$ cat config.mk
export PLATFORM = sky130hd
export DESIGN_NAME = ips_patch_record_parser_unit_flat
export DESIGN_NICKNAME = d
export VERILOG_FILES = /design/src/design/ipr_pkg.sv /design/src/design/ipr_stream_if.sv /design/src/design/ipr_core.sv /design/src/design/ips_patch_record_parser_unit.sv /design/src/flat_wrapper.sv
export SDC_FILE = /design/constraint.sdc
export NUM_CORES = 1
export LEC_CHECK = 0
export CAP_MARGIN = 30
export CELL_PAD_IN_SITES_DETAIL_PLACEMENT = 1
export CELL_PAD_IN_SITES_GLOBAL_PLACEMENT = 1
export CORE_ASPECT_RATIO = 0.7
export CORE_UTILIZATION = 32
export CTS_BUF_LIST = sky130_fd_sc_hd__clkbuf_16
export CTS_CLUSTER_DIAMETER = 150
export DETAILED_ROUTE_END_ITERATION = 16
export DONT_BUFFER_PORTS = 1
export PLACE_DENSITY = 0.58
export SYNTH_ARGS = -nofsm -noshare
export SYNTH_HDL_FRONTEND = slang
export SYNTH_SLANG_ARGS = --single-unit
export TNS_END_PERCENT = 30
$ cat constraint.sdc
create_clock -name i_clk -period 9.8 [get_ports i_clk]
set_input_delay 1.47 -clock i_clk [delete_from_list [all_inputs] [get_ports i_clk]]
set_output_delay 1.47 -clock i_clk [all_outputs]
set_load 0.1 [all_outputs]
$ cat src/design/ipr_pkg.sv
// Shared types and constants of the IPS patch record parser.
// No dependencies; compiled first.
`default_nettype none

package ipr_pkg;

    localparam logic [23:0] EOF_MARK = 24'h454F46;

    typedef enum logic [3:0] {
        PH_HEADER   = 4'd0,
        PH_OFFSET   = 4'd1,
        PH_LENGTH   = 4'd2,
        PH_RCOUNT   = 4'd3,
        PH_RVALUE   = 4'd4,
        PH_DATA     = 4'd5,
        PH_TRUNC    = 4'd6,
        PH_IGNORE   = 4'd7,
        PH_FINISHED = 4'd8
    } t_phase;

    typedef enum logic [2:0] {
        CMD_WRITE = 3'd0,
        CMD_FILL  = 3'd1,
        CMD_TRUNC = 3'd2,
        CMD_DONE  = 3'd3,
        CMD_BADHD = 3'd4,
        CMD_UNEXP = 3'd5
    } t_cmd;

    typedef struct packed {
        t_cmd        command;
        logic [24:0] target_address;
        logic [15:0] run_count;
        logic [7:0]  data_byte;
        logic [23:0] new_size;
    } t_result;

    // Expected header bytes "PATCH"
    function automatic logic [7:0] f_magic(input logic [2:0] idx);
        logic [7:0] v;
        v = 8'h00;
        case (idx)
            3'd0:    v = 8'h50;
            3'd1:    v = 8'h41;
            3'd2:    v = 8'h54;
            3'd3:    v = 8'h43;
            3'd4:    v = 8'h48;
            default: v = 8'h00;
        endcase
        return v;
    endfunction

endpackage

`default_nettype wire

$ cat src/design/ipr_stream_if.sv
// Valid/ready channel interfaces of the IPS patch record parser.
// Depend on nothing; the parser's top level uses both.
`default_nettype none

interface ipr_in_if;
    logic       valid;
    logic       ready;
    logic       kind;
    logic [7:0] patch_byte;

    modport source (output valid, output kind, output patch_byte, input ready);
    modport sink   (input valid, input kind, input patch_byte, output ready);
endinterface

interface ipr_out_if;
    logic        valid;
    logic        ready;
    logic [2:0]  command;
    logic [24:0] target_address;
    logic [15:0] run_count;
    logic [7:0]  data_byte;
    logic [23:0] new_size;

    modport source (output valid, output command, output target_address,
                    output run_count, output data_byte, output new_size,
                    input ready);
    modport sink   (input valid, input command, input target_address,
                    input run_count, input data_byte, input new_size,
                    output ready);
endinterface

`default_nettype wire

$ cat src/design/ipr_core.sv
// Parser state and per-byte field assembly of the IPS patch record parser.
// Depends on ipr_pkg.
`default_nettype none

module ipr_core
    import ipr_pkg::*;
(
    input  wire logic    i_clk,
    input  wire logic    i_rst_n,
    input  wire logic    i_accept,
    input  wire logic    i_kind,
    input  wire logic [7:0] i_byte,
    output logic         o_res_valid,
    output t_result      o_res
);

    t_phase      r_phase,  n_phase;
    logic [2:0]  r_idx,    n_idx;
    logic [23:0] r_offset, n_offset;
    logic [15:0] r_length, n_length;
    logic [15:0] r_done,   n_done;
    logic [23:0] r_size,   n_size;
    logic        r_err,    n_err;

    logic [23:0] w_off_shift;
    logic [15:0] w_len_shift;
    logic [23:0] w_size_shift;
    logic [15:0] w_done_inc;
    logic [24:0] w_wr_addr;
    logic        w_trunc_empty;

    assign w_off_shift   = {r_offset[15:0], i_byte};
    assign w_len_shift   = {r_length[7:0], i_byte};
    assign w_size_shift  = {r_size[15:0], i_byte};
    assign w_done_inc    = r_done + 16'd1;
    assign w_wr_addr     = {1'b0, r_offset} + {9'd0, r_done};
    assign w_trunc_empty = (r_phase == PH_TRUNC) && (r_idx == 3'd0);

    // Next state
    always_comb begin
        n_phase  = r_phase;
        n_idx    = r_idx;
        n_offset = r_offset;
        n_length = r_length;
        n_done   = r_done;
        n_size   = r_size;
        n_err    = r_err;
        if (i_accept && !r_err && r_phase != PH_FINISHED) begin
            if (i_kind) begin
                if (r_phase == PH_IGNORE || w_trunc_empty) begin
                    n_phase = PH_FINISHED;
                end else begin
                    n_err = 1'b1;
                end
            end else begin
                unique case (r_phase)
                    PH_HEADER: begin
                        if (r_idx > 3'd4 || i_byte != f_magic(r_idx)) begin
                            n_err = 1'b1;
                        end else if (r_idx == 3'd4) begin
                            n_phase  = PH_OFFSET;
                            n_idx    = 3'd0;
                            n_offset = 24'd0;
                        end else begin
                            n_idx = r_idx + 3'd1;
                        end
                    end
                    PH_OFFSET: begin
                        n_offset = w_off_shift;
                        n_idx    = r_idx + 3'd1;
                        if (r_idx >= 3'd2) begin
                            n_idx = 3'd0;
                            if (w_off_shift == EOF_MARK) begin
                                n_phase = PH_TRUNC;
                                n_size  = 24'd0;
                            end else begin
                                n_phase  = PH_LENGTH;
                                n_length = 16'd0;
                            end
                        end
                    end
                    PH_LENGTH: begin
                        n_length = w_len_shift;
                        n_idx    = r_idx + 3'd1;
                        if (r_idx >= 3'd1) begin
                            n_idx   = 3'd0;
                            n_done  = 16'd0;
                            n_phase = (w_len_shift == 16'd0) ? PH_RCOUNT : PH_DATA;
                        end
                    end
                    PH_RCOUNT: begin
                        n_length = w_len_shift;
                        n_idx    = r_idx + 3'd1;
                        if (r_idx >= 3'd1) begin
                            n_idx   = 3'd0;
                            n_phase = PH_RVALUE;
                        end
                    end
                    PH_RVALUE: begin
                        n_phase  = PH_OFFSET;
                        n_idx    = 3'd0;
                        n_offset = 24'd0;
                    end
                    PH_DATA: begin
                        n_done = w_done_inc;
                        if (w_done_inc == r_length) begin
                            n_phase  = PH_OFFSET;
                            n_idx    = 3'd0;
                            n_offset = 24'd0;
                        end
                    end
                    PH_TRUNC: begin
                        n_size = w_size_shift;
                        n_idx  = r_idx + 3'd1;
                        if (r_idx >= 3'd2) begin
                            n_idx   = 3'd0;
                            n_phase = PH_IGNORE;
                        end
                    end
                    default: begin
                        n_phase = r_phase;
                    end
                endcase
            end
        end
    end

    // Result of the accepted transaction
    always_comb begin
        o_res_valid = 1'b0;
        o_res       = '0;
        if (i_accept && !r_err && r_phase != PH_FINISHED) begin
            if (i_kind) begin
                o_res_valid = 1'b1;
                if (r_phase == PH_HEADER) begin
                    o_res.command = CMD_BADHD;
                end else if (r_phase == PH_IGNORE || w_trunc_empty) begin
                    o_res.command = CMD_DONE;
                end else begin
                    o_res.command = CMD_UNEXP;
                end
            end else begin
                unique case (r_phase)
                    PH_HEADER: begin
                        if (r_idx > 3'd4 || i_byte != f_magic(r_idx)) begin
                            o_res_valid   = 1'b1;
                            o_res.command = CMD_BADHD;
                        end
                    end
                    PH_RVALUE: begin
                        if (r_length != 16'd0) begin
                            o_res_valid          = 1'b1;
                            o_res.command        = CMD_FILL;
                            o_res.target_address = {1'b0, r_offset};
                            o_res.run_count      = r_length;
                            o_res.data_byte      = i_byte;
                        end
                    end
                    PH_DATA: begin
                        o_res_valid          = 1'b1;
                        o_res.command        = CMD_WRITE;
                        o_res.target_address = w_wr_addr;
                        o_res.data_byte      = i_byte;
                    end
                    PH_TRUNC: begin
                        if (r_idx >= 3'd2) begin
                            o_res_valid    = 1'b1;
                            o_res.command  = CMD_TRUNC;
                            o_res.new_size = w_size_shift;
                        end
                    end
                    default: begin
                        o_res_valid = 1'b0;
                    end
                endcase
            end
        end
    end

    always_ff @(posedge i_clk) begin
        if (!i_rst_n) begin
            r_phase  <= PH_HEADER;
            r_idx    <= 3'd0;
            r_offset <= 24'd0;
            r_length <= 16'd0;
            r_done   <= 16'd0;
            r_size   <= 24'd0;
            r_err    <= 1'b0;
        end else begin
            r_phase  <= n_phase;
            r_idx    <= n_idx;
            r_offset <= n_offset;
            r_length <= n_length;
            r_done   <= n_done;
            r_size   <= n_size;
            r_err    <= n_err;
        end
    end

    // An error holds until reset
    a_err_sticky: assert property (@(posedge i_clk) disable iff (!i_rst_n)
        r_err |=> r_err)
        else $error("error flag cleared without reset");

    // Once done, the parser stays finished
    a_finished_sticky: assert property (@(posedge i_clk) disable iff (!i_rst_n)
        (r_phase == PH_FINISHED) |=> (r_phase == PH_FINISHED))
        else $error("parser left finished phase");

    // No result after an error, and none without a transaction
    a_res_needs_accept: assert property (@(posedge i_clk) disable iff (!i_rst_n)
        o_res_valid |-> (i_accept && !r_err && r_phase != PH_FINISHED))
        else $error("result without a live transaction");

endmodule

`default_nettype wire

$ cat src/design/ips_patch_record_parser_unit.sv
// IPS patch record parser: takes an IPS patch one byte per transaction, checks
// the PATCH header, parses offset/length records, run records and the EOF
// marker with optional truncate size, and emits write, fill, truncate, done
// and error commands. One byte is taken every cycle: the parser core turns
// each byte into its next state and at most one command in the same cycle,
// and the command lands in an output register backed by a one-entry skid
// stage, so the input stalls only while both of those hold commands that the
// sink has not taken. A command appears at the output in the cycle after the
// byte that causes it when the output register is free or drains in that
// cycle; otherwise it waits in the skid stage until the sink takes the one
// ahead of it. After done or an error all input is absorbed without result
// until reset. Depends on ipr_pkg, ipr_stream_if and ipr_core.
`default_nettype none

module ips_patch_record_parser_unit
    import ipr_pkg::*;
(
    input  wire logic   i_clk,
    input  wire logic   i_rst_n,
    ipr_in_if.sink      i_patch,
    ipr_out_if.source   o_cmd
);

    logic    w_accept;
    logic    w_res_valid;
    t_result w_res;
    logic    w_take;

    logic    r_out_vld;
    t_result r_out;
    logic    r_skid_vld;
    t_result r_skid;

    assign i_patch.ready = !r_skid_vld;
    assign w_accept      = i_patch.valid && !r_skid_vld;
    assign w_take        = r_out_vld && o_cmd.ready;

    ipr_core u_core (
        .i_clk       (i_clk),
        .i_rst_n     (i_rst_n),
        .i_accept    (w_accept),
        .i_kind      (i_patch.kind),
        .i_byte      (i_patch.patch_byte),
        .o_res_valid (w_res_valid),
        .o_res       (w_res)
    );

    always_ff @(posedge i_clk) begin
        if (!i_rst_n) begin
            r_out_vld  <= 1'b0;
            r_skid_vld <= 1'b0;
        end else if (r_skid_vld) begin
            // Advance the skid entry once the output drains
            if (w_take) begin
                r_out_vld  <= 1'b1;
                r_skid_vld <= 1'b0;
            end
        end else if (w_res_valid) begin
            if (!r_out_vld || w_take) begin
                r_out_vld <= 1'b1;
            end else begin
                r_skid_vld <= 1'b1;
            end
        end else if (w_take) begin
            r_out_vld <= 1'b0;
        end
    end

    always_ff @(posedge i_clk) begin
        if (r_skid_vld) begin
            if (w_take) begin
                r_out <= r_skid;
            end
        end else if (w_res_valid) begin
            if (!r_out_vld || w_take) begin
                r_out <= w_res;
            end else begin
                r_skid <= w_res;
            end
        end
    end

    assign o_cmd.valid          = r_out_vld;
    assign o_cmd.command        = r_out.command;
    assign o_cmd.target_address = r_out.target_address;
    assign o_cmd.run_count      = r_out.run_count;
    assign o_cmd.data_byte      = r_out.data_byte;
    assign o_cmd.new_size       = r_out.new_size;

    // The skid entry is only ever filled behind a held output
    a_skid_behind_out: assert property (@(posedge i_clk) disable iff (!i_rst_n)
        r_skid_vld |-> r_out_vld)
        else $error("skid entry valid with empty output register");

    // A result that meets a stalled output is parked, not dropped
    a_park_on_stall: assert property (@(posedge i_clk) disable iff (!i_rst_n)
        (w_res_valid && r_out_vld && !o_cmd.ready) |=> r_skid_vld)
        else $error("result lost on stalled output");

    // A new result reaches the output register in the next cycle
    a_result_lands: assert property (@(posedge i_clk) disable iff (!i_rst_n)
        (w_res_valid && (!r_out_vld || o_cmd.ready)) |=> r_out_vld)
        else $error("result not registered");

endmodule

`default_nettype wire
$ cat src/flat_wrapper.sv
// flat-port wrapper written by rule: the top's interface ports become plain ports
module ips_patch_record_parser_unit_flat import ipr_pkg::*;
  (i_clk, i_rst_n, i_patch_valid, i_patch_kind, i_patch_patch_byte, i_patch_ready, o_cmd_valid, o_cmd_command, o_cmd_target_address, o_cmd_run_count, o_cmd_data_byte, o_cmd_new_size, o_cmd_ready);
  ipr_in_if i_patch_i ();
  ipr_out_if o_cmd_i ();
  input  wire logic i_clk;
  input  wire logic i_rst_n;
  input wire logic [$bits(i_patch_i.valid)-1:0] i_patch_valid;
  input wire logic [$bits(i_patch_i.kind)-1:0] i_patch_kind;
  input wire logic [$bits(i_patch_i.patch_byte)-1:0] i_patch_patch_byte;
  output wire logic [$bits(i_patch_i.ready)-1:0] i_patch_ready;
  output wire logic [$bits(o_cmd_i.valid)-1:0] o_cmd_valid;
  output wire logic [$bits(o_cmd_i.command)-1:0] o_cmd_command;
  output wire logic [$bits(o_cmd_i.target_address)-1:0] o_cmd_target_address;
  output wire logic [$bits(o_cmd_i.run_count)-1:0] o_cmd_run_count;
  output wire logic [$bits(o_cmd_i.data_byte)-1:0] o_cmd_data_byte;
  output wire logic [$bits(o_cmd_i.new_size)-1:0] o_cmd_new_size;
  input wire logic [$bits(o_cmd_i.ready)-1:0] o_cmd_ready;
  assign i_patch_i.valid = i_patch_valid;
  assign i_patch_i.kind = i_patch_kind;
  assign i_patch_i.patch_byte = i_patch_patch_byte;
  assign i_patch_ready = i_patch_i.ready;
  assign o_cmd_valid = o_cmd_i.valid;
  assign o_cmd_command = o_cmd_i.command;
  assign o_cmd_target_address = o_cmd_i.target_address;
  assign o_cmd_run_count = o_cmd_i.run_count;
  assign o_cmd_data_byte = o_cmd_i.data_byte;
  assign o_cmd_new_size = o_cmd_i.new_size;
  assign o_cmd_i.ready = o_cmd_ready;
  ips_patch_record_parser_unit u_core (.i_clk(i_clk), .i_rst_n(i_rst_n), .i_patch(i_patch_i), .o_cmd(o_cmd_i));
endmodule
**Yosys cells after proc, flatten, opt, wreduce, memory -nomap -nowiden**

Index checks and enable logic that the tools add are counted.

- Bits of input ports: 13
- Logic and storage cells: 170
- Flip-flop bits (word level): 234
- Memory bits (writable): 0
- Latch bits: 0
- Memories kept: 0
- Output and inout bits: 78
- Memory bits (read-only): 0

- Mux-type cells: 71
- Add/subtract/negate cells: 3
- $lt $le $gt $ge: 3
- Equal/unequal tests: 33
- Bitwise operators: 3
- Shift operators: 0
- Multipliers: 0
- Reduce and logical (&&, ||, !) cells: 38
- Div/mod/pow operators: 0

Operators by type and width:

| cell | number |
|---|---|
| $mux W76 | 5 |
| $mux W24 | 5 |
| $mux W16 | 6 |
| $pmux W16 S2 | 3 |
| $pmux W24 S4 | 1 |
| $mux W73 | 1 |
| $mux W50 | 1 |
| $pmux W25 S2 | 1 |
| $mux W4 | 9 |
| $pmux W7 S5 | 1 |
| $mux W3 | 11 |
| $pmux W4 S7 | 1 |
| $add A24 B16 Y25 | 1 |
| $eq A24 B23 Y1 const B | 1 |
| $mux W8 | 3 |
| $mux W1 | 18 |
| $ne A3 B3 Y1 const B | 6 |
| $add A16 B1 Y16 const B | 1 |
| $eq A16 B16 Y1 | 1 |
| $eq A4 B3 Y1 const B | 4 |
| $logic_not A16 Y1 | 1 |
| $ne A2 B2 Y1 const B | 8 |
| $pmux W8 S2 | 1 |
| $reduce_bool A16 Y1 | 1 |
| other kinds (34) | 60 |

**Logic depth before layout (Yosys ltp)**

Gate-level depths: netlist of run 1.

- Depth after elaboration: 14
- Gate-level depth with buffers: 13
- Gate-level depth less buffers: 11

**Cells and area by module**

Synthesis of run 1 repeated with hierarchy kept, for this count alone.

- Cells, all modules: 1051
- Area, all modules: 11561.1 um^2

By module, submodules not included:

| module | instances | cells each | area each (um^2) | seq. area each (um^2) |
|---|---|---|---|---|
| ipr_core | 1 | 799 | 5900.7 | 1601.5 |
| ips_patch_record_parser_unit | 1 | 252 | 5660.4 | 4604.4 |

**Least setup slack after synthesis of run 1**

OpenSTA, ideal clock, no wires.

- Path kind: input to register
- Start point: in o_cmd_ready
- End point: reg u_core.r_out (netlist bit u_core.o_cmd.command[0]), enable pin
- Path slack: 2264 ps
- Arrival time: 6921 ps
- Path buffers: 0
- Stages on the path: 2
- Library setup time: 616 ps
- Required time: 9184 ps
- Cell sequence: nand2_1 -> o21ai_0

- Cells in the longest elaborated chain, start to end: 4

RTL lines:

| element | RTL line | RTL |
|---|---|---|
| from (decl) | flat_wrapper.sv:18 | `input wire logic [$bits(o_cmd_i.ready)-1:0] o_cmd_ready;` |
| $logic_and A1 B1 Y1 * | ips_patch_record_parser_unit.sv:36 | `assign w_take = r_out_vld && o_cmd.ready;` |
| $logic_or A1 B1 Y1 | ips_patch_record_parser_unit.sv:75 | `if (!r_out_vld \|\| w_take) begin` |
| $reduce_bool A2 Y1 (no line) | -- |  |
| $reduce_and A3 Y1 (no line) * | -- |  |
| to (signal assigned) | ips_patch_record_parser_unit.sv:72 | `r_out <= r_skid;` |
| to (signal assigned) | ips_patch_record_parser_unit.sv:76 | `r_out <= w_res;` |
| to (decl) | ips_patch_record_parser_unit.sv:30 | `t_result r_out;` |

Every way passes the cells marked *; elsewhere a longest branch is shown, timed or not.
A chain may end at the register's enable or synchronous reset.

**Worst setup path after layout of run 1**

- Start point: reg u_core.u_core.r_done[0]
- End point: reg u_core.u_core.r_offset[22]

- Cells in the longest elaborated chain, start to end: 4

RTL lines:

| element | RTL line | RTL |
|---|---|---|
| from (decl) | ipr_core.sv:21 | `logic [15:0] r_done, n_done;` |
| from (signal assigned) | ipr_core.sv:194 | `r_done <= n_done;` |
| $add A16 B1 Y16 | ipr_core.sv:35 | `assign w_done_inc = r_done + 16'd1;` |
| $eq A16 B16 Y1 | ipr_core.sv:106 | `if (w_done_inc == r_length) begin` |
| $ne A2 B2 Y1 (no line) | -- |  |
| $reduce_and A6 Y1 (no line) | -- |  |
| to (signal assigned) | ipr_core.sv:192 | `r_offset <= n_offset;` |
| to (decl) | ipr_core.sv:19 | `logic [23:0] r_offset, n_offset;` |

No other way between the ends.

==> results of run 1 <==
==> state kept, by name, indices dropped and copies added (netlist names), 4 cells and up <==
| name | count |
|---|---|
| u_core.o_cmd.data_byte | 8 |
| u_core.o_cmd.new_size | 24 |
| u_core.o_cmd.run_count | 16 |
| u_core.o_cmd.target_address | 25 |
| u_core.r_skid | 76 |
| u_core.u_core.r_done | 16 |
| u_core.u_core.r_length | 16 |
| u_core.u_core.r_offset | 24 |
| u_core.u_core.r_phase | 4 |
| u_core.u_core.r_size | 16 |
==> worst min path at each step <==
| stage | from | endpoint | slack (ps) |
|---|---|---|---|
| after floorplan | u_core.u_core.r_size[10] | u_core.u_core.r_size[10] | 430 |
| after global placement | u_core.u_core.r_size[8] | u_core.u_core.r_size[8] | 440 |
| after detailed placement | u_core.u_core.r_size[12] | u_core.u_core.r_size[12] | 450 |
| after CTS | u_core.u_core.r_size[12] | u_core.u_core.r_size[12] | 460 |
| after global routing | u_core.u_core.r_size[10] | u_core.u_core.r_size[10] | 480 |
| final | u_core.u_core.r_size[15] | u_core.u_core.r_size[15] | 450 |
==> cell families (layout without fill, tap and decap cells) <==
logic type | Yosys count | after routing
AND/OR/NAND/NOR | 402 | 402
multiplexers | 34 | 34
AO/OA/AOI/OAI | 277 | 277
adder cells (fa/ha/maj) | 22 | 22
XOR/XNOR | 26 | 26
flip-flops | 234 | 234
buffers and inverters | 93 | 91
==> area by class of cell <==
type,instances,share of cell area [%]
clock buffer,27,5.32
clock inverter,23,1.40
inverter,24,0.709
multi-input combinational,761,37.7
sequential,234,48.8
tap,472,4.65
timing repair buffer,17,1.41
==> placed cells by master, fill, tap and decap left out, types with 13 or more instances in the layout <==
| master | n |
|---|---|
| buf_4 | 13 |
| a21oi_1 | 83 |
| nand3_1 | 70 |
| nor2_1 | 53 |
| edfxtp_1 | 152 |
| nand2_1 | 123 |
| and3_1 | 23 |
| ha_1 | 21 |
| inv_1 | 32 |
| clkbuf_16 | 27 |
| and2_1 | 36 |
| mux2i_1 | 33 |
| nor3_1 | 14 |
| nor4_1 | 14 |
| o21ai_0 | 30 |
| nand2b_1 | 13 |
| xnor2_1 | 16 |
| dfxtp_1 | 81 |
| a21o_1 | 73 |
==> worst max-delay path: stages (launching register included) <==
cell and delay [ps]:
dfxtp_1 590, ha_1 390, nand4_2 280, nor3_1 460, xnor2_1 170, o2111ai_1 130
nor4_1 330, a21oi_1 240, or3_2 880, mux2i_1 230
==> per-layer routing <==
layer	vias to the layer above	track usage (%)	part of all wire (%)	wire length (um)
li1	3977	-	-	-
met1	4240	28.7	53	17400
met2	149	25.4	41	13300
met3	32	3.51	4.7	1530
met4	2	3.17	1.4	452
met5	-	0	0.027	9
==> power by group through the flow <==
stage	registers (mW)	clock network [mW]	logic (mW)
floorplan	1.32	0	0.0452
global placement	1.32	0	0.0561
detailed placement	1.32	0	0.0633
CTS	1.30	1.01	0.0634
global route	1.30	1.05	0.0690
finish	1.30	0.987	0.0617
==> metrics by stage <==
stage | instance area, um2 | cells | utilization (%) | hold WS (ps)
after global routing | 12700 | 1558 | 36.5 | 477
after CTS | 12700 | 1557 | 36.5 | 457
after floorplan | 11300 | 1088 | - | 427
after detailed placement | 11800 | 1507 | 34.0 | 448
final | 12700 | 1558 | 36.5 | 450
after global placement | 11800 | 1503 | 33.8 | 440
==> flow_summary_export.csv, run 1 <==
group,metric,value,unit
setup_path,critPathLaunchType,"register",
synth,synth_fa_ha_area_share,2.49,%
min_path,hold_class,"reg -> reg",
global_routing,grt_max_degree,59,
synth,yosys.area.top_type,"edfxtp_1",
routing,routedWlPerCell,21.0,um
floorplanning,dieHeight,160,um
synth,yosysSeqAreaShare,54.7,%
power_and_ir_drop,comb_power_share,2.6,%
global_routing,grt_overflow,0,
sta,drv_slew,0,
sta,tns,0,ps
sta,slew_headroom,33.7,%
place,place.gp.congestion,0.808,
clocking,postCtsSetupBuffers,0,
floorplanning,die_width,227,um
synth,synth-edff-count,152,
setup_path,cp-end-kind,"register",
synth,synth.area.top_cells,"edfxtp_1 (40%), dfxtp_1 (14%), a21o_1 (4.8%)",
synth,ys_dominant_reg_cell,"edfxtp_1",
setup_path,reg2reg_from,"u_core.u_core.r_done[0]",
clocking,clockBufferDepth,3,
power_and_ir_drop,swShare,28.2,%
routing,vias,8400,
clocking,cts_tree,"built",
sta,setup_viol,0,
routing,ant_nets,0,
sta,post-route-min-period,3880,ps
sta,fin_ws,5920,ps
layout,fin_nets,1100,
power_and_ir_drop,p_clk_share,42.0,%
clocking,cts_sinks,234,
global_routing,grt_pass1_vias,8420,
clocking,cts-htree-levels,1,
job,cap_violations,0,
synth,mappedNetlistArea,0.0113,mm2
synth,synth.top_cells.by_count,"edfxtp_1 (152), nand2_1 (123), a21oi_1 (83)",
power_and_ir_drop,power_switching,663,uW
setup_path,regToRegEndpoint,"u_core.u_core.r_offset[22]",
clocking,cts_made_buffers,27,
setup_path,critPathMaxFanout,24,
setup_path,cp.required,10190,ps
synth,synth-compound-area-share,16.1,%
layout,n_antenna_cell,0,
power_and_ir_drop,p_seq_share,55.3,%
setup_path,crit_start,"u_core.u_core.r_done[0]",
power_and_ir_drop,p_int,1.69,mW
synth,synth_most_common_cell,"edfxtp_1",
clocking,root_buffer,"clkbuf_16",
routing,drt_iter0_drc,582,
layout,syn_to_final_growth,12.0,%
layout,drive_gt1_share,7.00,%
synth,avgSynthCellArea,10.4,um2
synth,yosysUniqueCellTypes,80,
layout,regArea,0.00621,mm2
floorplanning,die_area,0.0362,mm2
setup_path,crit_type,"reg -> reg",
routing,drt-pass1-iter-count,7,
setup_path,regToRegSetupSlack,5920,ps
setup_path,arrival,4270,ps
sta,rsz0062_at_grt,"false",
synth,yosys_register_bits,234,
place,io_buffers,0,
sta,fmax,0.258,GHz
sta,fin_skew,22.9,ps
global_routing,grt_pass1_wl,51500,um
synth,yosysWarningCount,0,
layout,fillerInstances,3896,
clocking,cts_hold_buf,0,
floorplanning,rows,57,
synth,synth-simple-area-share,18.3,%
power_and_ir_drop,vdd_drop_max,123,uV
layout,multi_input_area,0.00479,mm2
power_and_ir_drop,power_density,185,mW/mm2
global_routing,grtUsageTotal,18.2,%
synth,synth.area.mux_share,3.01,%
place,place_hpwl,22400,um
floorplanning,initial_core_util,32.6,%
sta,final.period_utilization,39.5,%
min_path,hold_depth,2,
clocking,cts_resized,0,
floorplanning,core_area,0.0348,mm2
setup_path,r2r_cells,9,
run_status,status,"finished clean",
synth,syn-num-nets,1123,
synth,synthCells,1088,
routing,drc_errors,0,
sta,timing.final.hold_violations,0,
sta,tightestPinTransition,996,ps
floorplanning,ios,91,
place,dp_slack,5440,ps
synth,synth_top_area_share,40.2,%
synth,synth_top_family_by_area,"simple AND/OR/NAND/NOR gates",
clocking,clk_pin_slew,60,ps
synth,async_flop_share,0,%
power_and_ir_drop,power,2.35,mW
setup_path,endpoint,"u_core.u_core.r_offset[22]",
global_routing,antenna_found_initial,1,
routing,wl,32800,um
routing,viasPerCell,5.39,
power_and_ir_drop,p_leak,4.98,nW
synth,synth_xor_area_share,2.01,%
clocking,clk_latency,550,ps
(Power assumes the default switching activity.)
==> run 2: changes to the inputs <==
Settings changed: PLACE_DENSITY 0.58 to 0.6.
Clock period 9.8 ns to 3.2 ns, I/O delays scaled along.
==> run 2 against run 1 <==
  * Sequential power grew to 3.1 times the previous value
  * Critical path depth increased by 1
  * Sequential share of layout area shrank 1.6 points
  * Total power grew to 3.1 times the previous value
  * Wire length increased by 4.1%
  * Die area is the same
  * Worst setup slack got worse by 5700 ps
  * Critical endpoint is now u_core.u_core.r_offset[17]
  * Highest routed layer unchanged
==> flow_summary_export.csv, run 2 (same netlist as run 1, synthesis figures left out) <==
group,metric,value,unit
run_status,status,"finished clean",
floorplanning,core_area,0.0348,mm2
sta,post-route-min-period,3020,ps
routing,vias,8648,
power_and_ir_drop,power_density,561,mW/mm2
setup_path,critPathSlowestCell,"dfxtp_1",
clocking,cts_tree,"built",
setup_path,critPathLaunchType,"register",
place,post-place-cells,1547,
clocking,clk_pin_slew,60,ps
floorplanning,ios,91,
layout,fin_nets,1145,
clocking,root_buffer,"clkbuf_16",
power_and_ir_drop,power,7.38,mW
setup_path,cp_top_family,"simple AND/OR/NAND/NOR gates",
sta,rsz0062_at_grt,"false",
routing,ant_nets,0,
clocking,cts_made_buffers,27,
setup_path,arrival,3470,ps
sta,slew_headroom,35.2,%
floorplanning,dieHeight,160,um
routing,wl,34100,um
sta,fin_ws,183,ps
layout,final_cells,1605,
routing,drc_errors,0,
sta,drv_slew,0,
setup_path,regToRegSetupSlack,180,ps
place,dp_slack,82.1,ps
routing,viasPerCell,5.39,
sta,tns,0,ps
layout,syn_to_final_growth,15.9,%
place,place_hpwl,23200,um
place,place.gp.congestion,0.853,
layout,largest_reg_flops,76,
floorplanning,rows,57,
setup_path,worstPathCellList,"ha_1 -> nand4_2 -> nor3_1 -> xnor2_1 -> o2111ai_1 -> nor4_1 -> a21oi_1 -> or3_1 -> buf_12 -> mux2i_1",
setup_path,max_stage_delay,480,ps
clocking,clockBufferDepth,3,
global_routing,grtUsageTotal,18.8,%
sta,tightestPinTransition,974,ps
floorplanning,die_width,227,um
sta,timing.final.hold_violations,0,
clocking,clk_latency,570,ps
routing,routedWlPerCell,21.3,um
layout,drive_gt1_share,11.1,%
setup_path,cp.required,3650,ps
global_routing,grt_max_degree,80,
global_routing,grt_pass1_wl,52600,um
layout,top_register,"u_core.r_skid",
layout,final_cell_mix,"edfxtp_1 (152), nand2_1 (123), a21oi_1 (83)",
power_and_ir_drop,vdd_drop_max,427,uV
min_path,hold_class,"in -> reg",
floorplanning,die_area,0.0362,mm2
setup_path,crit_buf_inv,1,
sta,fin_skew,13.9,ps
place,io_buffers,0,
sta,setup_viol,0,
sta,final.period_utilization,94.3,%
setup_path,cp-end-kind,"register",
setup_path,crit_type,"reg -> reg",
layout,stdcell_area,0.0132,mm2
setup_path,critPathMaxFanout,24,
routing,drt-pass1-iter-count,5,
routing,drt_iter0_drc,641,
job,cap_violations,0,
global_routing,grt_pass1_vias,8602,
clocking,cts_sinks,234,
clocking,cts-htree-levels,1,
sta,hold_slack,31.2,ps
global_routing,antenna_found_initial,1,
global_routing,grt_overflow,0,
sta,fmax,0.331,GHz
layout,final_core_util,37.8,%
power_and_ir_drop,p_leak,5.24,nW
floorplanning,initial_core_util,32.6,%
place,placed_area,0.0122,mm2
layout,final_common_cell,"edfxtp_1",
==> run 2: cell types whose count changed in the layout (fill, tap and decap cells not counted), sizes merged <==
cell,previous run,this run
clkbuf,27,28
dlygate4sd3,0,1
bufinv,3,4
diode,0,2
inv,33,32
buf,17,60
==> run 2: worst paths after layout <==
check | end | cells after the start | startpoint
setup / recovery | u_core.u_core.r_offset[17] | 10 | u_core.u_core.r_done[1]
hold / removal | u_core.r_skid_vld | 2 | i_rst_n
setup reg to reg | u_core.u_core.r_offset[17] | 10 | u_core.u_core.r_done[1]
hold reg to reg | u_core.u_core.r_size[15] | 2 | u_core.u_core.r_size[15]
==> run 2: final cells by class <==
cell class	count	area, um2
antenna	2	5.00
timing repair buffer	62	561
multi-input combinational	761	4800
clock inverter	23	220
sequential	234	6210
tap	472	591
clock buffer	27	676
fill	3909	21600
inverter	24	90.1
==> run 2: timing repair <==
action / 4_1_cts / 5_1_grt
endpoints found under the setup margin: 0 / 78
endpoints found under the hold margin: 1 / 0
setup buffers: 0 / 4
resized for setup: 0 / 4
hold buffers: 1 / 0
==> run 2: routing by layer <==
metal	track usage (%)	vias up	routed length, um
met3	4.65	45	2180
met1	28.7	4327	17200
met5	0	-	13
met2	26.2	219	14000
li1	-	4055	-
met4	4.64	2	687
==> run 2: power breakdown <==
group / internal (mW) / leakage (nW) / switching (mW)
combinational: 0.0765 / 2.79 / 0.152
clock: 1.86 / 0.466 / 1.32
sequential: 3.34 / 1.99 / 0.627
total: 5.28 / 5.24 / 2.10
